--- config.mk ---
export PLATFORM = sky130hd
export DESIGN_NAME = timed_note_fifo_player_core
export DESIGN_NICKNAME = d
export VERILOG_FILES = /design/src/design/tnfp_pkg.sv /design/src/design/timed_note_fifo_player_core.sv
export SDC_FILE = /design/constraint.sdc
export NUM_CORES = 1
export LEC_CHECK = 0
export BUFFER_PORTS_ARGS = -buffer_cell sky130_fd_sc_hd__buf_2
export CAP_MARGIN = 20
export CORE_AREA = 2 2 192 335
export DETAILED_ROUTE_END_ITERATION = 8
export DIE_AREA = 0 0 194 337
export HOLD_SLACK_MARGIN = 0.02
export PLACE_DENSITY_LB_ADDON = 0.1
export SLEW_MARGIN = 20
export SYNTH_ARGS = -nofsm -noshare
export SYNTH_HDL_FRONTEND = slang
export SYNTH_SLANG_ARGS = --single-unit
--- constraint.sdc ---
create_clock -name clock -period 9.1 [get_ports clock]
set_clock_uncertainty 0.15 [all_clocks]
set_input_delay 0.91 -clock clock [delete_from_list [all_inputs] [get_ports clock]]
set_output_delay 0.91 -clock clock [all_outputs]
set_load 0.05 [all_outputs]
--- src/design/tnfp_pkg.sv ---
`timescale 1ns / 1ps

package tnfp_pkg;

   // Result codes carried in the status field.
   localparam logic [2:0] ST_PUSHED    = 3'd0;
   localparam logic [2:0] ST_FULL      = 3'd1;
   localparam logic [2:0] ST_ZERO_DUR  = 3'd2;
   localparam logic [2:0] ST_TICK_IDLE = 3'd3;
   localparam logic [2:0] ST_PLAYED    = 3'd4;

   // Request kinds.
   localparam logic REQ_PUSH = 1'b0;
   localparam logic REQ_TICK = 1'b1;

   // Register file.
   localparam int          CSR_ADDR_W  = 3;
   localparam logic        CSR_IDX_GAP = 1'b0;
   localparam logic [7:0]  GAP_RESET   = 8'd10;

   localparam logic [16:0] ELAPSED_MAX = 17'd65536;
   localparam logic [3:0]  FILL_MAX    = 4'd15;

   typedef struct packed {
      logic        req_type;
      logic [15:0] note_freq;
      logic [15:0] note_dur;
   } req_word_type;

   typedef struct packed {
      logic [2:0]  status;
      logic [15:0] tone_freq;
      logic [15:0] tone_dur;
      logic [3:0]  fill_level;
   } rsp_word_type;

   typedef enum logic {
      S_IDLE,
      S_EXEC
   } state_type;

endpackage

--- src/design/timed_note_fifo_player_core.sv ---
`timescale 1ns / 1ps

// Timed note ring player. In the cycle in which start is taken, the
// frequency and duration memories are read at the head slot and the
// frequency memory also at the slot after it; in the following cycle the
// word is executed and the memories are written back. The result is
// driven on rsp_data for exactly one cycle, marked by rsp_valid, in the
// cycle after that; the receiver cannot hold it off, so it must take every
// result as it comes. busy is low again in the cycle in which the result
// is shown, so a new word may be started then, not while one executes. No
// clearing pass is needed after reset: slots that have never been written
// are tracked by a count of written slots and read as a frequency of zero.
module timed_note_fifo_player_core #(
   parameter int RING_DEPTH = 16
) (
   input  logic                                clock,
   input  logic                                reset,
   // Command channel.
   input  logic                                start,
   output logic                                busy,
   input  tnfp_pkg::req_word_type              req_data,
   // Result channel.
   output logic                                rsp_valid,
   output tnfp_pkg::rsp_word_type              rsp_data,
   // Register port.
   input  logic                                psel,
   input  logic                                penable,
   input  logic                                pwrite,
   input  logic [tnfp_pkg::CSR_ADDR_W-1:0]     paddr,
   input  logic [31:0]                         pwdata,
   output logic [31:0]                         prdata,
   output logic                                pready
);
   import tnfp_pkg::*;

   localparam int PTR_W = (RING_DEPTH > 1) ? $clog2(RING_DEPTH) : 1;
   localparam int CNT_W = $clog2(RING_DEPTH + 1);

   function automatic logic [PTR_W-1:0] ring_next(input logic [PTR_W-1:0] p);
      return (p == PTR_W'(RING_DEPTH - 1)) ? '0 : p + PTR_W'(1);
   endfunction

   // The two note stores.
   logic [15:0] freq_mem [RING_DEPTH];
   logic [15:0] dur_mem  [RING_DEPTH];

   state_type      state_ff, state_in;
   req_word_type   req_ff;
   logic [PTR_W-1:0] head_ptr_ff, head_ptr_in;
   logic [PTR_W-1:0] tail_ptr_ff, tail_ptr_in;
   logic [CNT_W-1:0] wr_count_ff, wr_count_in;
   logic [16:0]    elapsed_ff, elapsed_in;
   logic [15:0]    wait_ff, wait_in;
   logic [7:0]     gap_ff;
   logic           rsp_valid_ff;
   rsp_word_type   rsp_ff, rsp_in;

   logic [15:0]    head_freq_ff, next_freq_ff, head_dur_ff;
   logic           next_known_ff;

   logic           accept;
   logic           mem_we;
   logic [PTR_W-1:0] head_next, tail_next;

   assign accept    = start && !busy;
   assign head_next = ring_next(head_ptr_ff);
   assign tail_next = ring_next(tail_ptr_ff);

   // Register port: pready is always high, and a write lands on the access
   // cycle. Only the upper address bit picks the register.
   assign pready = 1'b1;
   always_ff @(posedge clock) begin
      if (reset) begin
         gap_ff <= GAP_RESET;
      end else if (psel && penable && pwrite && pready &&
                   paddr[CSR_ADDR_W-1] == CSR_IDX_GAP) begin
         gap_ff <= pwdata[7:0];
      end
   end
   always_comb begin
      prdata = '0;
      if (paddr[CSR_ADDR_W-1] == CSR_IDX_GAP) begin
         prdata = {24'd0, gap_ff};
      end
   end

   // Sequencer: the accept cycle issues the reads, the execute cycle uses
   // them. Being busy in the execute cycle keeps a read from ever meeting a
   // write to the same slot.
   always_comb begin
      state_in = state_ff;
      unique case (state_ff)
         S_IDLE: begin
            if (accept) begin
               state_in = S_EXEC;
            end
         end
         S_EXEC: begin
            state_in = S_IDLE;
         end
         default: begin
            state_in = S_IDLE;
         end
      endcase
   end

   always_comb begin
      busy = 1'b0;
      unique case (state_ff)
         S_IDLE:  busy = 1'b0;
         S_EXEC:  busy = 1'b1;
         default: busy = 1'b1;
      endcase
   end

   // Memories: registered reads at the head (frequency also at the next slot),
   // written at the tail when a push is stored.
   always_ff @(posedge clock) begin
      if (accept) begin
         head_freq_ff <= freq_mem[head_ptr_ff];
         next_freq_ff <= freq_mem[head_next];
         head_dur_ff  <= dur_mem[head_ptr_ff];
      end
      if (mem_we) begin
         freq_mem[tail_ptr_ff] <= req_ff.note_freq;
         dur_mem[tail_ptr_ff]  <= req_ff.note_dur;
      end
   end

   // Execute step.
   always_comb begin
      logic [16:0]      elapsed_inc;
      logic [15:0]      next_freq;
      logic [15:0]      gap_ext;
      logic [CNT_W-1:0] fill;

      head_ptr_in = head_ptr_ff;
      tail_ptr_in = tail_ptr_ff;
      wr_count_in = wr_count_ff;
      elapsed_in  = elapsed_ff;
      wait_in     = wait_ff;
      mem_we      = 1'b0;
      rsp_in      = '0;

      elapsed_inc = (elapsed_ff == ELAPSED_MAX) ? elapsed_ff : elapsed_ff + 17'd1;
      // A slot that was never written reads as frequency zero.
      next_freq   = next_known_ff ? next_freq_ff : 16'd0;
      gap_ext     = {8'd0, gap_ff};

      if (state_ff == S_EXEC) begin
         if (req_ff.req_type == REQ_PUSH) begin
            if (tail_next == head_ptr_ff) begin
               rsp_in.status = ST_FULL;
            end else if (req_ff.note_dur == 16'd0) begin
               rsp_in.status = ST_ZERO_DUR;
            end else begin
               mem_we      = 1'b1;
               tail_ptr_in = tail_next;
               if ({1'b0, tail_ptr_ff} == (PTR_W + 1)'(wr_count_ff)) begin
                  wr_count_in = wr_count_ff + CNT_W'(1);
               end
               rsp_in.status = ST_PUSHED;
            end
         end else begin
            elapsed_in = elapsed_inc;
            if (head_ptr_ff != tail_ptr_ff && elapsed_inc > {1'b0, wait_ff}) begin
               rsp_in.tone_freq = head_freq_ff;
               rsp_in.tone_dur  = head_dur_ff;
               if (next_freq == head_freq_ff) begin
                  rsp_in.tone_dur = (head_dur_ff > gap_ext) ? head_dur_ff - gap_ext
                                                            : 16'd0;
               end
               wait_in       = head_dur_ff;
               elapsed_in    = '0;
               head_ptr_in   = head_next;
               rsp_in.status = ST_PLAYED;
            end else begin
               rsp_in.status = ST_TICK_IDLE;
            end
         end
      end

      if (tail_ptr_in >= head_ptr_in) begin
         fill = CNT_W'(tail_ptr_in) - CNT_W'(head_ptr_in);
      end else begin
         fill = CNT_W'(tail_ptr_in) + CNT_W'(RING_DEPTH) - CNT_W'(head_ptr_in);
      end
      rsp_in.fill_level = (fill > CNT_W'(FILL_MAX)) ? FILL_MAX : 4'(fill);
   end

   always_ff @(posedge clock) begin
      if (reset) begin
         state_ff     <= S_IDLE;
         head_ptr_ff  <= '0;
         tail_ptr_ff  <= '0;
         wr_count_ff  <= '0;
         elapsed_ff   <= '0;
         wait_ff      <= '0;
         rsp_valid_ff <= 1'b0;
      end else begin
         state_ff     <= state_in;
         head_ptr_ff  <= head_ptr_in;
         tail_ptr_ff  <= tail_ptr_in;
         wr_count_ff  <= wr_count_in;
         elapsed_ff   <= elapsed_in;
         wait_ff      <= wait_in;
         rsp_valid_ff <= (state_ff == S_EXEC);
      end
   end

   always_ff @(posedge clock) begin
      if (accept) begin
         req_ff        <= req_data;
         next_known_ff <= ({1'b0, head_next} < (PTR_W + 1)'(wr_count_ff));
      end
      if (state_ff == S_EXEC) begin
         rsp_ff <= rsp_in;
      end
   end

   assign rsp_valid = rsp_valid_ff;
   assign rsp_data  = rsp_ff;

   // A result follows exactly one execute cycle.
   a_rsp_after_exec: assert property (@(posedge clock) disable iff (reset)
      rsp_valid |-> $past(state_ff == S_EXEC))
      else $error("result strobe without an execute cycle");

   // An accepted word always occupies the sequencer in the next cycle.
   a_accept_busy: assert property (@(posedge clock) disable iff (reset)
      accept |=> (busy && !rsp_valid))
      else $error("accepted word did not enter execute");

   // The tail never runs past the written region of the ring.
   a_tail_in_written: assert property (@(posedge clock) disable iff (reset)
      (PTR_W + 1)'(tail_ptr_ff) <= (PTR_W + 1)'(wr_count_ff))
      else $error("tail beyond written slots");

   // A played note restarts the elapsed counter.
   a_play_clears: assert property (@(posedge clock) disable iff (reset)
      (rsp_valid && rsp_data.status == ST_PLAYED) |-> (elapsed_ff == 17'd0))
      else $error("elapsed counter not cleared on play");

endmodule

==> flow_metrics.env <==
export IMPL_status="finished clean"
export IMPL_irDropWorstVdd_mv=0.169
export IMPL_max_freq_mhz=167
export IMPL_layout_common_cells="edfxtp_1, mux4_2, nand2_1"
export IMPL_worstPathCellList="nand3_1 > nor2_1 > and3_1 > and3_1 > nand3_1 > nor2_1 > xor2_1 > ha_1 > nand4_1 > a21oi_1 > nor3_1 > a211oi_1 > o21a_1 > buf_4 > and2_1 > mux2_2 > ha_1 > nand2b_1 > inv_1 > o21bai_1 > a31oi_1 > mux2i_1"
export IMPL_timing_final_crit_period_ns=5.99
export IMPL_rows=122
export IMPL_crit_slowest_cell="and2_1"
export IMPL_crit_start="elapsed_ff[2]"
export IMPL_cts_setup_buffers=0
export IMPL_start_kind="flip-flop"
export IMPL_timing_final_hold_violations=0
export IMPL_antenna_found_initial=1
export IMPL_vias=15900
export IMPL_fp_dieH_um=337
export IMPL_die_x_um=194
export IMPL_worst_pin_slew_ns=1.09
export IMPL_final_setup_worst_slack_ns=3.11
export IMPL_grt_pass1_wl_mm=107
export IMPL_critPathTopFamily="simple AND/OR/NAND/NOR gates"
export IMPL_wire_per_inst_um=27.1
export IMPL_ys_ff_latch=689
export IMPL_hp_class="reg -> reg"
export IMPL_hpwl_mm=40.1
export IMPL_rsz0062_at_grt="no"
export IMPL_nets=1911
export IMPL_gp_congestion=0.845
export IMPL_via_per_inst=5.98
export IMPL_yosysSeqAreaShare_pct=67.6
export IMPL_area_delta_synth_final_pct=11.8
export IMPL_clockBufferDepth=3
export IMPL_drc=0
export IMPL_leakagePower_uw=0.0107
export IMPL_rr_startpoint="elapsed_ff[2]"
export IMPL_firstDrtPassIters=5
export IMPL_fin_area_mm2=0.0333
export IMPL_antenna_cells=0
export IMPL_synth_edf_count=633
export IMPL_routed_wl_mm=71.7
export IMPL_synth_warnings=0
export IMPL_start_util_pct=47.3
export IMPL_cts_hold_buf=0
export IMPL_cts_root_buf="clkbuf_16"
export IMPL_synth_cell_types=69
export IMPL_syn_inst=1691
export IMPL_htreeDepth=3
export IMPL_cp_depth=22
export IMPL_setup_viol=0
export IMPL_required_ns=9.31
export IMPL_r2r_cells=22
export IMPL_arrival_ns=6.20
export IMPL_grtUsageTotal_pct=22.5
export IMPL_path_buf_inv=2
export IMPL_grt_pass1_vias=16700
export IMPL_cp_slowest_stage_delay_ns=0.67
export IMPL_drive_above_1_share_pct=26.5
export IMPL_grt_max_degree=57
export IMPL_place_area_mm2=0.0312
export IMPL_core_area_mm2=0.0629
export IMPL_synth_top_flop_cell="edfxtp_1"
export IMPL_hp_start="wait_ff[8]"
export IMPL_grt_ovfl_total=0
export IMPL_dieArea_mm2=0.0654
export IMPL_fin_setup_tns_ns=0
export IMPL_final_antenna_net_count=0
export IMPL_hold_depth=2
export IMPL_numCtsBuffers=66
export IMPL_cts_tree="done"
export IMPL_cp_end_kind="flip-flop"
export IMPL_cts_resized=0
export IMPL_place_ws_ns=3.13
export IMPL_port_buffers=96
export IMPL_final_common_cell="edfxtp_1"
export IMPL_async_flop_share_pct=0
export IMPL_syn_area_mm2=0.0298
export IMPL_clk_pin_slew_ns=0.06
export IMPL_drt_iter0_drc=1256
export IMPL_insertion_delay_ns=0.61
export IMPL_slew_violations=0
export IMPL_synth_avg_cell_area_um2=17.6
export IMPL_timing_worst_setup_path_type="reg -> reg"
export IMPL_pin_count=148
export IMPL_worstPathMaxFanout=36
export IMPL_relSlewSlack_pct=27.2
export IMPL_finalCritPeriodShare_pct=65.9
export IMPL_power_density_mw_per_mm2=193
export IMPL_cap_violations=0
export IMPL_clkSinkCount=689
[synth_stat cells, drive strengths merged, types with 2 or more instances]
library cell,instances,area (µm²)
a31oi,21,131
a2bb2oi,5,43.8
and3,22,138
a22oi,15,113
edfxtp,633,19000
mux4,224,5040
xor2,20,183
ha,38,475
dfxtp,56,1120
o21bai,3,22.5
o31ai,9,67.6
clkbuf,59,221
nor4,14,93.8
nor4b,5,50.0
a211o,2,17.5
a21boi,3,26.3
nand2,119,449
nand3,23,115
conb,2,7.51
a21oi,44,220
or3,3,23.8
o21a,2,15.0
o211ai,2,15.0
xnor2,36,315
o21ai,26,130
inv,45,169
nor2b,9,56.3
nor2,89,334
nand2b,6,37.5
buf,56,342
nor3b,4,30.0
nand4b,2,17.5
mux2i,7,70.1
nor3,8,51.3
nand4,7,43.8
a21o,5,37.5
or2,3,18.8
and2,20,125
nand3b,7,52.6
a211oi,20,150
[per-layer routing]
layer	vias to the layer above	wire length (µm)	global-route usage [%]
met4	0	1770	7.17
met1	8363	28100	28.2
met5	-	0	0
met3	111	3730	3.05
met2	481	38100	40.3
li1	6911	-	-
[flip-flops by register name (all words and copies together), names as in the netlist]
| name | cells |
|---|---|
| dur_mem | 256 |
| freq_mem | 256 |
| rsp_data | 39 |
| req_ff | 33 |
| elapsed_ff | 17 |
| head_dur_ff | 16 |
| head_freq_ff | 16 |
| next_freq_ff | 16 |
| wait_ff | 16 |
| gap_ff | 8 |
| wr_count_ff | 5 |
| head_ptr_ff | 4 |
| tail_ptr_ff | 4 |
| next_known_ff | 1 |
| rsp_valid | 1 |
| state_ff | 1 |
[power breakdown]
group	total, µW	switching, µW	internal [µW]	leakage, µW
Clock	2670	1170	1500	0.00100
Combinational	212	142	70.1	0.00350
Sequential	3550	58.3	3500	0.00622
Total	6440	1370	5070	0.0107
[kinds of logic after synthesis]
| kind of cell | synth area share, % |
|---|---|
| buffers and inverters | 2.46 |
| muxes | 17.2 |
| DFF | 67.6 |
| xor gates and xnor gates | 1.67 |
| other | 0.0252 |
| AOI/OAI and AO/OA | 3.64 |
| adders and majority gates | 1.70 |
| and+or+nand+nor | 5.68 |
[path summary, 6_finish.rpt]
kind              slack, ns           to
setup / recovery       3.11  rsp_data[3]
hold / removal         0.30   wait_ff[8]
setup reg to reg       3.11  rsp_data[3]
hold reg to reg        0.30   wait_ff[8]
[through the flow]
step,power [µW],utilization [%],instances,hold WS [ns]
after floorplan,3760,-,1714,0.286
after global placement,3830,49.6,2535,0.295
after detailed placement,3840,49.6,2535,0.297
after CTS,6490,52.9,2650,0.290
after global routing,6630,52.9,2651,0.304
final,6440,52.9,2651,0.305
[layout make-up]
type	count	area (µm²)
Timing Repair Buffer	131	763
Tap cell	806	1010
Multi-Input combinational cell	865	9160
Sequential cell	689	20100
Inverter	45	169
Clock buffer	83	1780
Clock inverter	32	277
Fill cell	5081	29600
[worst register-to-register path, stage by stage, from the launching register on]
cell      delay [ns]
dfxtp_1         0.45
nand3_1         0.19
nor2_1          0.22
and3_1          0.30
and3_1          0.30
nand3_1         0.18
nor2_1          0.18
xor2_1          0.11
ha_1            0.30
nand4_1         0.14
a21oi_1         0.18
nor3_1          0.09
a211oi_1        0.48
o21a_1          0.17
buf_4           0.32
and2_1          0.68
mux2_2          0.44
ha_1            0.32
nand2b_1        0.17
inv_1           0.06
o21bai_1        0.07
a31oi_1         0.18
mux2i_1         0.09
No activity file was read; power rests on OpenSTA's default activity.
